==> src/slcp_pkg.sv <==
// ============================================================================
// SLCAN command parser package
// Shared character codes, result kinds, limits and the bitrate table used by
// the SLCAN command line parser.
// ============================================================================
package slcp_pkg;

    // Character codes of the line.
    localparam logic [7:0] CHAR_CR    = 8'h0D;
    localparam logic [7:0] CMD_CLOSE  = 8'h43;  // 'C'
    localparam logic [7:0] CMD_RATE   = 8'h53;  // 'S'
    localparam logic [7:0] CMD_VER    = 8'h56;  // 'V'
    localparam logic [7:0] CMD_OPEN   = 8'h4F;  // 'O'
    localparam logic [7:0] CMD_STD    = 8'h74;  // 't'
    localparam logic [7:0] CMD_EXT    = 8'h54;  // 'T'
    localparam logic [7:0] CHAR_ZERO  = 8'h30;
    localparam logic [7:0] CHAR_NINE  = 8'h39;
    localparam logic [7:0] CHAR_EIGHT = 8'h38;
    localparam logic [7:0] CHAR_UA    = 8'h41;
    localparam logic [7:0] CHAR_UF    = 8'h46;
    localparam logic [7:0] CHAR_LA    = 8'h61;
    localparam logic [7:0] CHAR_LF    = 8'h66;

    // Frame limits.
    localparam logic [31:0] STD_ID_MAX    = 32'h0000_07FF;
    localparam logic [31:0] EXT_ID_MAX    = 32'h1FFF_FFFF;
    localparam logic [4:0]  STD_ID_DIGITS = 5'd3;
    localparam logic [4:0]  EXT_ID_DIGITS = 5'd8;
    localparam logic [3:0]  MAX_DLC       = 4'd8;
    localparam logic [4:0]  POS_MAX       = 5'd31;

    // Defaults for the top level.
    localparam int          FIFO_SLOTS_DEFAULT = 8;
    localparam logic [9:0]  FALLBACK_RESET     = 10'd12;

    typedef enum logic [2:0] {
        KIND_CLOSE   = 3'd0,
        KIND_RATE    = 3'd1,
        KIND_VERSION = 3'd2,
        KIND_OPEN    = 3'd3,
        KIND_STD     = 3'd4,
        KIND_EXT     = 3'd5,
        KIND_UNKNOWN = 3'd6
    } kind_t;

    typedef struct packed {
        logic        is_cr;
        logic        hex_ok;
        logic [3:0]  nibble;
        logic        rate_ok;
        logic [3:0]  rate_digit;
    } byte_class_t;

    typedef struct packed {
        logic        status;
        kind_t       kind;
        logic [28:0] frame_id;
        logic        extended;
        logic [3:0]  data_length;
        logic [63:0] payload;
        logic [9:0]  prescaler;
        logic [2:0]  slot_index;
    } result_t;

    // Prescaler for bitrate digits 0 to 8.
    function automatic logic [9:0] rate_prescaler(input logic [3:0] digit);
        logic [9:0] value;
        case (digit)
            4'd0:    value = 10'd600;
            4'd1:    value = 10'd300;
            4'd2:    value = 10'd120;
            4'd3:    value = 10'd60;
            4'd4:    value = 10'd48;
            4'd5:    value = 10'd24;
            4'd6:    value = 10'd12;
            4'd7:    value = 10'd8;
            4'd8:    value = 10'd6;
            default: value = 10'd600;
        endcase
        return value;
    endfunction

endpackage

==> src/slcan_command_line_parser.sv <==
// ============================================================================
// SLCAN command line parser
// Parses the host's ASCII SLCAN command lines one character at a time and
// reports one decoded command for every non-empty line.
// ============================================================================
//
//  Channel   Direction  Handshake                       Beat carries
//  rx        in         rx_valid / rx_ready             rx_byte
//  result    out        result_valid / result_ready     status .. slot_index
//  cfg       in         cfg_valid / cfg_ready           fallback_prescaler
//
// One character is taken in every cycle unless a line-ending carriage return
// is stalled in the input register. A character is held in the input register
// and decoded by the line parser; a carriage return ending a non-empty line
// has its result registered in the result register when the parser advances.
// Reset clears the line state, the slot pointer and both valid flags, and
// sets the fallback prescaler to 12. While a result waits to be taken,
// characters keep flowing, but a carriage return that ends a non-empty
// line waits in the input register until the result register frees up.
// The configuration port is always ready.
//
module slcan_command_line_parser #(
    parameter int FIFO_SLOTS = slcp_pkg::FIFO_SLOTS_DEFAULT
) (
    input  logic        clk,
    input  logic        rst_n,

    input  logic        rx_valid,
    output logic        rx_ready,
    input  logic [7:0]  rx_byte,

    output logic        result_valid,
    input  logic        result_ready,
    output logic        status,
    output logic [2:0]  command_kind,
    output logic [28:0] frame_id,
    output logic        extended,
    output logic [3:0]  data_length,
    output logic [63:0] payload,
    output logic [9:0]  prescaler,
    output logic [2:0]  slot_index,

    input  logic        cfg_valid,
    output logic        cfg_ready,
    input  logic [9:0]  fallback_prescaler
);

    // Input register: one character waiting to be parsed.
    logic [7:0]        in_byte_reg;
    logic              in_full_reg;

    // Result register and the configuration register.
    slcp_pkg::result_t res_reg;
    logic              res_valid_reg;
    logic [9:0]        fallback_reg;

    slcp_pkg::byte_class_t cls;
    slcp_pkg::result_t     res_next;
    logic                  produce;
    logic                  advance;

    // The parser advances unless it would produce a result into a result
    // register that is still full and not being taken this cycle.
    assign advance   = in_full_reg && (!produce || !res_valid_reg || result_ready);
    assign rx_ready  = !in_full_reg || advance;
    assign cfg_ready = 1'b1;

    slcp_byte_class u_class (
        .data_in (in_byte_reg),
        .cls     (cls)
    );

    slcp_line_parser #(
        .FIFO_SLOTS (FIFO_SLOTS)
    ) u_parser (
        .clk                (clk),
        .rst_n              (rst_n),
        .step               (advance),
        .data_in            (in_byte_reg),
        .cls                (cls),
        .fallback_prescaler (fallback_reg),
        .produce            (produce),
        .result             (res_next)
    );

    always_ff @(posedge clk or negedge rst_n)
    begin
        if (!rst_n)
        begin
            in_full_reg   <= 1'b0;
            res_valid_reg <= 1'b0;
            fallback_reg  <= slcp_pkg::FALLBACK_RESET;
        end
        else
        begin
            if (rx_valid && rx_ready)
            begin
                in_full_reg <= 1'b1;
            end
            else if (advance)
            begin
                in_full_reg <= 1'b0;
            end

            if (advance && produce)
            begin
                res_valid_reg <= 1'b1;
            end
            else if (result_ready)
            begin
                res_valid_reg <= 1'b0;
            end

            if (cfg_valid && cfg_ready)
            begin
                fallback_reg <= fallback_prescaler;
            end
        end
    end

    // Payload registers carry no reset; the valid flags guard them.
    always_ff @(posedge clk)
    begin
        if (rx_valid && rx_ready)
        begin
            in_byte_reg <= rx_byte;
        end
        if (advance && produce)
        begin
            res_reg <= res_next;
        end
    end

    assign result_valid = res_valid_reg;
    assign status       = res_reg.status;
    assign command_kind = res_reg.kind;
    assign frame_id     = res_reg.frame_id;
    assign extended     = res_reg.extended;
    assign data_length  = res_reg.data_length;
    assign payload      = res_reg.payload;
    assign prescaler    = res_reg.prescaler;
    assign slot_index   = res_reg.slot_index;

endmodule

==> src/slcp_byte_class.sv <==
// ============================================================================
// SLCAN byte classifier
// Decodes one received character into its hex value, bitrate digit and
// end-of-line flag.
// ============================================================================
module slcp_byte_class (
    input  logic [7:0]            data_in,
    output slcp_pkg::byte_class_t cls
);

    logic is_dec;
    logic is_upper;
    logic is_lower;

    assign is_dec   = (data_in >= slcp_pkg::CHAR_ZERO) && (data_in <= slcp_pkg::CHAR_NINE);
    assign is_upper = (data_in >= slcp_pkg::CHAR_UA) && (data_in <= slcp_pkg::CHAR_UF);
    assign is_lower = (data_in >= slcp_pkg::CHAR_LA) && (data_in <= slcp_pkg::CHAR_LF);

    always_comb
    begin
        cls.is_cr      = (data_in == slcp_pkg::CHAR_CR);
        cls.hex_ok     = is_dec || is_upper || is_lower;
        // Letters A-F and a-f both carry their value minus nine in the low nibble.
        cls.nibble     = is_dec ? data_in[3:0] : 4'(data_in[3:0] + 4'd9);
        cls.rate_ok    = (data_in >= slcp_pkg::CHAR_ZERO) && (data_in <= slcp_pkg::CHAR_EIGHT);
        cls.rate_digit = data_in[3:0];
    end

endmodule

==> src/slcp_line_parser.sv <==
// ============================================================================
// SLCAN line parser
// Holds the state of the line being received, updates it one character per
// step and forms the result when a carriage return ends a non-empty line.
// ============================================================================
module slcp_line_parser #(
    parameter int FIFO_SLOTS = slcp_pkg::FIFO_SLOTS_DEFAULT
) (
    input  logic                  clk,
    input  logic                  rst_n,
    input  logic                  step,
    input  logic [7:0]            data_in,
    input  slcp_pkg::byte_class_t cls,
    input  logic [9:0]            fallback_prescaler,
    output logic                  produce,
    output slcp_pkg::result_t     result
);

    localparam int              SLOT_W    = $clog2(FIFO_SLOTS);
    localparam logic [SLOT_W-1:0] SLOT_LAST = SLOT_W'(FIFO_SLOTS - 1);

    logic [7:0]        cmd_reg,   cmd_next;
    logic [4:0]        pos_reg,   pos_next;
    logic [31:0]       id_reg,    id_next;
    logic [3:0]        len_reg,   len_next;
    logic [63:0]       data_reg,  data_next;
    logic [3:0]        rate_reg,  rate_next;
    logic              err_reg,   err_next;
    logic [SLOT_W-1:0] slot_reg,  slot_next;

    logic [4:0] k;
    logic [4:0] idn;
    logic [4:0] data_idx;
    logic [5:0] frame_len;
    logic       frame_bad;
    logic       err_end;

    assign k         = pos_reg - 5'd1;
    assign idn       = (cmd_reg == slcp_pkg::CMD_STD) ? slcp_pkg::STD_ID_DIGITS
                                                      : slcp_pkg::EXT_ID_DIGITS;
    assign data_idx  = k - idn - 5'd1;
    assign frame_len = {1'b0, idn} + 6'd2 + {1'b0, len_reg, 1'b0};
    assign produce   = cls.is_cr && (pos_reg != 5'd0);

    // Length and identifier checks applied when a frame line ends.
    always_comb
    begin
        frame_bad = err_reg
                 || ({1'b0, pos_reg} < ({1'b0, idn} + 6'd2))
                 || (len_reg > slcp_pkg::MAX_DLC)
                 || ({1'b0, pos_reg} != frame_len);
        if (cmd_reg == slcp_pkg::CMD_STD)
        begin
            frame_bad = frame_bad || (id_reg > slcp_pkg::STD_ID_MAX);
        end
        else
        begin
            frame_bad = frame_bad || (id_reg > slcp_pkg::EXT_ID_MAX);
        end
    end

    always_comb
    begin
        cmd_next  = cmd_reg;
        pos_next  = pos_reg;
        id_next   = id_reg;
        len_next  = len_reg;
        data_next = data_reg;
        rate_next = rate_reg;
        err_next  = err_reg;
        slot_next = slot_reg;
        err_end   = err_reg;

        result             = '0;
        result.kind        = slcp_pkg::KIND_UNKNOWN;

        if (!cls.is_cr)
        begin
            if (pos_reg == 5'd0)
            begin
                cmd_next = data_in;
            end
            else
            begin
                case (cmd_reg)
                    slcp_pkg::CMD_STD, slcp_pkg::CMD_EXT:
                    begin
                        if (!cls.hex_ok)
                        begin
                            err_next = 1'b1;
                        end
                        else if (k < idn)
                        begin
                            id_next = {id_reg[27:0], cls.nibble};
                        end
                        else if (k == idn)
                        begin
                            len_next = cls.nibble;
                            if (cls.nibble > slcp_pkg::MAX_DLC)
                            begin
                                err_next = 1'b1;
                            end
                        end
                        else if ((len_reg <= slcp_pkg::MAX_DLC)
                                 && (data_idx < {len_reg, 1'b0}))
                        begin
                            data_next = {data_reg[59:0], cls.nibble};
                        end
                        else
                        begin
                            err_next = 1'b1;
                        end
                    end
                    slcp_pkg::CMD_RATE:
                    begin
                        if ((k == 5'd0) && cls.rate_ok)
                        begin
                            rate_next = cls.rate_digit;
                        end
                        else
                        begin
                            err_next = 1'b1;
                        end
                    end
                    slcp_pkg::CMD_CLOSE, slcp_pkg::CMD_VER, slcp_pkg::CMD_OPEN:
                    begin
                        err_next = 1'b1;
                    end
                    default:
                    begin
                        // Unknown commands ignore the rest of the line.
                    end
                endcase
            end
            if (pos_reg < slcp_pkg::POS_MAX)
            begin
                pos_next = pos_reg + 5'd1;
            end
        end
        else if (pos_reg != 5'd0)
        begin
            case (cmd_reg)
                slcp_pkg::CMD_CLOSE:
                begin
                    result.kind = slcp_pkg::KIND_CLOSE;
                    err_end     = err_reg || (pos_reg != 5'd1);
                end
                slcp_pkg::CMD_RATE:
                begin
                    result.kind      = slcp_pkg::KIND_RATE;
                    err_end          = err_reg || (pos_reg != 5'd2);
                    result.prescaler = err_end ? fallback_prescaler
                                               : slcp_pkg::rate_prescaler(rate_reg);
                end
                slcp_pkg::CMD_VER:
                begin
                    result.kind = slcp_pkg::KIND_VERSION;
                    err_end     = err_reg || (pos_reg != 5'd1);
                end
                slcp_pkg::CMD_OPEN:
                begin
                    result.kind = slcp_pkg::KIND_OPEN;
                    err_end     = err_reg || (pos_reg != 5'd1);
                    slot_next   = '0;
                end
                slcp_pkg::CMD_STD, slcp_pkg::CMD_EXT:
                begin
                    result.kind = (cmd_reg == slcp_pkg::CMD_STD) ? slcp_pkg::KIND_STD
                                                                 : slcp_pkg::KIND_EXT;
                    err_end     = frame_bad;
                    if (!frame_bad)
                    begin
                        result.frame_id    = id_reg[28:0];
                        result.extended    = (cmd_reg == slcp_pkg::CMD_EXT);
                        result.data_length = len_reg;
                        result.payload     = data_reg;
                        result.slot_index  = 3'(slot_reg);
                        slot_next          = (slot_reg == SLOT_LAST) ? '0
                                                                     : slot_reg + 1'b1;
                    end
                end
                default:
                begin
                    result.kind = slcp_pkg::KIND_UNKNOWN;
                    err_end     = 1'b1;
                end
            endcase
            result.status = err_end;

            cmd_next  = '0;
            pos_next  = '0;
            id_next   = '0;
            len_next  = '0;
            data_next = '0;
            rate_next = '0;
            err_next  = 1'b0;
        end
    end

    always_ff @(posedge clk or negedge rst_n)
    begin
        if (!rst_n)
        begin
            cmd_reg  <= '0;
            pos_reg  <= '0;
            id_reg   <= '0;
            len_reg  <= '0;
            data_reg <= '0;
            rate_reg <= '0;
            err_reg  <= 1'b0;
            slot_reg <= '0;
        end
        else if (step)
        begin
            cmd_reg  <= cmd_next;
            pos_reg  <= pos_next;
            id_reg   <= id_next;
            len_reg  <= len_next;
            data_reg <= data_next;
            rate_reg <= rate_next;
            err_reg  <= err_next;
            slot_reg <= slot_next;
        end
    end

endmodule
==> config.mk <==
export PLATFORM = sky130hd
export DESIGN_NAME = slcan_command_line_parser
export DESIGN_NICKNAME = d
export VERILOG_FILES = /design/src/slcp_pkg.sv /design/src/slcan_command_line_parser.sv /design/src/slcp_byte_class.sv /design/src/slcp_line_parser.sv
export SDC_FILE = /design/constraint.sdc
export NUM_CORES = 1
export LEC_CHECK = 0
export BUFFER_PORTS_ARGS = -buffer_cell sky130_fd_sc_hd__buf_4
export CAP_MARGIN = 20
export CORE_MARGIN = 1.5
export CORE_UTILIZATION = 52
export DETAILED_ROUTE_END_ITERATION = 16
export MAX_ROUTING_LAYER = met4
export PLACE_DENSITY = 0.76
export SYNTH_ARGS = -nofsm -noshare
export SYNTH_HDL_FRONTEND = slang
export SYNTH_SLANG_ARGS = --single-unit
export TNS_END_PERCENT = 20
==> constraint.sdc <==
create_clock -name clk -period 7.5 [get_ports clk]
set_clock_uncertainty 0.2 [all_clocks]
set_input_delay 0.75 -clock clk [delete_from_list [all_inputs] [get_ports clk]]
set_output_delay 0.75 -clock clk [all_outputs]
set_load 0.02 [all_outputs]
==> Word level (Yosys, flattened, before mapping) <==
Memories as Yosys holds them, arrays and structs flattened.
Cells that the tools add are included.
{ "classes": {"muxes": 55, "add_sub_neg": 8, "order_cmp": 16, "eq_ne": 21, "bitwise_logic": 3, "n_reduce_logical": 54} }
{ "ops": {"columns": ["cell", "n"], "rows": [
  ["$mux 64", 8],
  ["$mux 32", 6],
  ["$mux 4", 13],
  ["$eq 8x7->1 const B", 6],
  ["$gt 32x11->1 const B", 1],
  ["$gt 32x29->1 const B", 1],
  ["$mux 8", 3],
  ["$reduce_bool 2->1", 12],
  ["$ge 8x7->1 const B", 2],
  ["$le 8x6->1 const B", 2],
  ["$le 8x7->1 const B", 2],
  ["$reduce_and 8->1", 2],
  ["$mux 1", 15],
  ["$mux 5", 3],
  ["$pmux 3 s5", 1],
  ["$logic_or 1x1->1", 12],
  ["$logic_and 1x1->1", 10],
  ["$logic_not 5->1", 2],
  ["$lt 5x5->1", 2],
  ["$mux 10", 1],
  ["$ne 5x4->1 const B", 2],
  ["$reduce_and 5->1", 2],
  ["$sub 5x1->5 const B", 2],
  ["$reduce_and 3->1", 3],
  ["other kinds (34)", 44]
]} }
{ "word_totals": {"register_bits": 256, "n_memories": 1, "rom_bits": 128, "input_bits": 23} }
{ "memory_table": {"columns": ["memory", "words", "word_bits", "rd", "rd_clocked_by_memory_dff", "wr", "line_no", "rtl"], "rows": [
  ["(name not given)", 16, 8, 1, 0, 0, "slcp_pkg.sv:68", "case (digit)"]
]} }

==> Depth between registers and ports, before layout <==
{ "logic_depth": {"depth_word": 13, "mapped_depth": 16, "mapped_depth_nobuf": 14} }

==> By module <==
From an unflattened synthesis, not the netlist that was laid out.
{ "hier_totals": {"hier_cells": 1096, "area_unflattened_um2": 12771.0} }
{ "modules_own_cells": {"columns": ["module", "area_per_inst_um2", "seq_area_each_um2", "instances", "cells_per_inst"], "rows": [
  ["slcp_line_parser", 8235.4, 3027.9, 1, 903],
  ["slcan_command_line_parser", 4217.8, 3996.3, 1, 156],
  ["slcp_byte_class", 317.8, 0.0, 1, 37]
]} }

==> Worst setup path before layout <==
No wires, ideal clock.
{ "synth_timing": {"path_type": "reg-to-reg", "startpoint": "register u_parser.pos_reg[0]", "endpoint": "register res_reg, in the netlist command_kind[0], enable pin", "setup_ns": 0.591, "t_required_ns": 6.709, "arrival_time_ns": 6.970, "path_slack_ns": -0.261, "n_path_buf": 2, "path_stages_with_launch": 10, "cell_sequence": "dfrtp_1 inv_1 ha_1 or4b_2 clkbuf_1 ha_1 inv_1 o31ai_1 clkbuf_1 nor2_1"} }
{ "synth_between": {"elab_chain_cells": 7} }
{ "synth_lines": {"columns": ["item", "line_no", "rtl"], "rows": [
  ["start, declared", "slcp_line_parser.sv:23", "logic [4:0] pos_reg, pos_next;"],
  ["start signal, assigned", "slcp_line_parser.sv:216", "pos_reg <= pos_next;"],
  ["$reduce_bool 5->1 *", "slcp_line_parser.sv:43", "assign produce = cls.is_cr && (pos_reg != 5'd0);"],
  ["$logic_and 1x1->1 *", "slcp_line_parser.sv:43", null],
  ["named net produce", "slcan_command_line_parser.sv:59", "logic produce;"],
  ["$logic_not 1->1", "slcan_command_line_parser.sv:64", "assign advance = in_full_reg && (!produce || !res_valid_reg || result_ready);"],
  ["$logic_or 1x1->1 (2 in series)", "slcan_command_line_parser.sv:64", null],
  ["$logic_and 1x1->1", "slcan_command_line_parser.sv:64", null],
  ["$logic_and 1x1->1 *", "slcan_command_line_parser.sv:128", "if (advance && produce)"],
  ["end signal, assigned", "slcan_command_line_parser.sv:130", "res_reg <= res_next;"],
  ["end, declared", "slcan_command_line_parser.sv:53", "slcp_pkg::result_t res_reg;"]
]} }
The timed path passes the listed nets; every way through them passes the cells marked *.
A chain may end at the register's enable or synchronous reset.

==> Final worst setup path <==
{ "layout_timing": {"startpoint": "register u_parser.pos_reg[0]", "endpoint": "register u_parser.data_reg[47]"} }
{ "layout_between": {"elab_chain_cells": 7, "word_cells_on_any_way": 20} }
{ "layout_lines": {"columns": ["item", "line_no", "rtl"], "rows": [
  ["$sub 5x1->5 / $reduce_bool 5->1 (equally long branches)", "slcp_line_parser.sv:38, slcp_line_parser.sv:43, slcp_line_parser.sv:140", null],
  ["$sub 5x5->5 / $logic_and 1x1->1 (equally long branches)", "slcp_line_parser.sv:41, slcp_line_parser.sv:43", null],
  ["$sub 5x1->5 / $logic_not 1->1 (equally long branches)", "slcp_line_parser.sv:41, slcan_command_line_parser.sv:64", null],
  ["$lt 5x5->1 / $logic_or 1x1->1 (equally long branches)", "slcp_line_parser.sv:105, slcan_command_line_parser.sv:64", null],
  ["$logic_and 1x1->1 / $logic_or 1x1->1 (equally long branches)", "slcp_line_parser.sv:105, slcan_command_line_parser.sv:64", null],
  ["$reduce_bool 2->1 (no source line) / $logic_and 1x1->1 (equally long branches)", null, null],
  ["$reduce_and 8->1 (no source line) *", null, null],
  ["end signal, assigned", "slcp_line_parser.sv:219", "data_reg <= data_next;"],
  ["end, declared", "slcp_line_parser.sv:26", "logic [63:0] data_reg, data_next;"]
]} }
Every way passes the cells marked *; elsewhere a longest branch is shown, timed or not.

==> impl_metrics.yaml <==
timing:
  setup_viol: 0
  fin_crit_sh_pct: 63.5
  slew_headroom_pct: 29.0
  fmax_mhz: 210
  slew_violations: 0
  tightest_slew_ns: 1.06
  hold_violations: 0
  rsz0062_at_grt: "false"
  min_period_ns: 4.77
  setup_tns_ns: 0
pwr:
  vdd_drop_max_mv: 0.169
  power_density_nw_per_um2: 259
  power.leakage_nw: 5.32
  finalPower_mw: 3.51
critical_path:
  path_max_fanout: 48
  critical_path_required_ns: 7.78
  cp_num_buf_inv: 2
  path_class: "flip-flop to flip-flop"
  cp_top_family: "simple AND/OR/NAND/NOR gates"
  setup.worst_path.end: "u_parser.data_reg[47]"
  r2r_end: "u_parser.data_reg[47]"
  setup.worst_path.end_class: "flip-flop"
  crit_arrival_ns: 5.04
  timing.critical_path.from: "u_parser.pos_reg[0]"
  critPathLaunchType: "flip-flop"
  worst-r2r-cell-count: 15
  path_cells: "inv_1 > ha_1 > o21ai_0 > nand2_1 > ha_1 > or3_1 > a21oi_1 > xor2_1 > ha_1 > o21ai_0 > o21ai_0 > nor3_1 > and4b_2 > buf_4 > a22o_1"
  r2r_start: "u_parser.pos_reg[0]"
  slowest_delay_ns: 0.54
  crit_slowest_cell: "dfrtp_1"
  cp_num_cells: 15
  reg2reg_slack_ns: 2.73
yosys:
  ys_ff_latch: 256
  synth_edf_count: 123
  syn_inst: 937
  synth_fp_nets: 986
  async_reset_ff_share_pct: 52.0
  ys_top_cells_by_area: "edfxtp_1 33%, dfrtp_1 29%, a22o_1 7.7%"
  yosysTopAreaCellShare_pct: 32.6
  ys_types: 72
  yosysTopAreaCell: "edfxtp_1"
  yosysSeqAreaShare_pct: 62.0
  dominantRegCellSynth: "dfrtp_1"
  netlist_area_um2: 11300
  yosysWarnings: 0
  avgSynthCellArea_um2: 12.1
global_routing:
  grt_pass1_wl_mm: 39.2
  grt-ovfl-total: 0
  globalRouteTotalUtil_pct: 22.6
  grt_pass1_vias: 7223
  grt_max_degree: 106
  antenna_found_initial: 0
cells_and_area:
  area_growth_syn_to_layout_pct: 19.5
  final_cell_mix: "147 x buf_4, 131 x dfrtp_1, 123 x edfxtp_1, 115 x inv_1, 111 x nor3_1"
  nFillCells: 1642
  final_layout_size_suffix_gt1_share_pct: 20.9
  n_antenna_cell: 0
  nets: 1107
  final_core_util_pct: 63.8
  layout_commonest_cell: "buf_4"
detailed_routing:
  drt_pass1_iterations: 6
  drt-vias-per-instance: 5.68
  drc: 0
  drt_iter0_drc: 647
  wl_per_cell_um: 18.2
  routed-via-count: 7688
  antenna_left: 0
  totalWireLength_mm: 24.6
floorplan:
  std_cell_rows: 53
  fp.coreArea_um2: 21200
  dieArea_um2: 22700
  die_x_um: 151
  io_pins: 141
  start_util_pct: 53.4
  die_y_um: 151
clocking:
  cts_buffers: 27
  worstSkewPairLatency_ns: 0.54
  root_buffer: "clkbuf_16"
  cts_sinks: 256
  clockBufferDepth: 3
  clk_pin_slew_ns: 0.06
  cts_max_level: 1
  tritoncts: "done"
placement:
  gp_congestion: 0.871
  place.detailed.hpwl_mm: 16.0
  portBuffers: 139
flow_run:
  maxCapViolCount: 0
status:
  status: "finished, final reports clean"
hold_path:
  worstHoldPathType: "input pin to flip-flop"
[metal layers]
metal,wire [µm],track usage (%),vias to the layer above
met5,0,-,-
met4,553,5.92,0
met3,1300,2.88,45
met2,11600,34.4,233
met1,11200,32.4,3771
li1,-,-,3639
[kinds of logic after synthesis]
family | count (synthesis) | synth area share [%]
XOR/XNOR | 20 | 1.55
multiplexers | 17 | 1.61
AND/OR/NAND/NOR | 260 | 12.4
adder cells (fa/ha/maj) | 26 | 2.87
flip-flops | 256 | 62.0
AO/OA/AOI/OAI | 180 | 12.6
buffers and inverters | 177 | 6.94
other | 1 | 0.0331
[cell usage after synthesis (all sizes together) (3+ instances only)]
master,n
clkbuf,33
nand2b,9
o21ai,19
inv,116
nor2,29
nand3,13
o2bb2ai,4
nor3b,6
a311oi,3
a21oi,15
a22o,100
xor2,9
o211ai,4
nor4,9
o31ai,3
a31oi,4
buf,27
a211oi,6
o22ai,6
or2,3
mux2,10
ha,26
mux2i,7
xnor2,11
nor3,111
edfxtp,123
nand2,41
dfrtp,131
or3,6
nand4,8
and2,3
and3,5
nand4bb,3
[worst register-to-register path, cell delays in order (launching register included)]
cell	delay [ns]
dfrtp_1	0.54
inv_1	0.18
ha_1	0.43
o21ai_0	0.17
nand2_1	0.12
ha_1	0.22
or3_1	0.36
a21oi_1	0.18
xor2_1	0.19
ha_1	0.25
o21ai_0	0.06
o21ai_0	0.26
nor3_1	0.24
and4b_2	0.52
buf_4	0.53
a22o_1	0.26
[worst min-delay path by stage]
stage	from	endpoint	cells after the start
floorplan	rst_n	fallback_reg[0]	0
global placement	fallback_reg[7]	fallback_reg[7]	1
detailed placement	fallback_reg[7]	fallback_reg[7]	1
CTS	rx_byte[2]	in_byte_reg[2]	1
global route	rx_byte[5]	in_byte_reg[5]	1
finish	rx_byte[2]	in_byte_reg[2]	1
[area by class of cell]
type | count | area, µm² | area share [%]
clock inverters | 7 | 77.6 | 0.573
well taps | 275 | 344 | 2.54
inverters | 117 | 439 | 3.24
clock buffers | 43 | 922 | 6.81
flip-flops and latches | 256 | 7020 | 51.9
repair buffers | 152 | 1200 | 8.86
multi-input cells | 504 | 3530 | 26.1
[stage by stage]
stage          cell area, µm²  worst slack [ns]  std cells  hold slack, ns
6_report                13500              2.73       1354           0.191
5_1_grt                 13500              2.44       1354           0.177
3_5_place_dp            12500              2.80       1300           0.294
3_3_place_gp            12500              2.90       1300           0.283
2_1_floorplan           11300              1.67        937           0.254
4_1_cts                 13500              2.80       1351           0.175
[timing repair]
item	in CTS	in global routing
hold buffers	1	0
setup buffers	0	0
hold endpoints to repair	47	0
resized for setup	0	0
[power by group]
part	switching [mW]	internal, mW
combinational	0.274	0.198
clock	0.547	0.882
sequential	0.102	1.51
total	0.923	2.59
No activity file was read; power rests on OpenSTA's default activity.
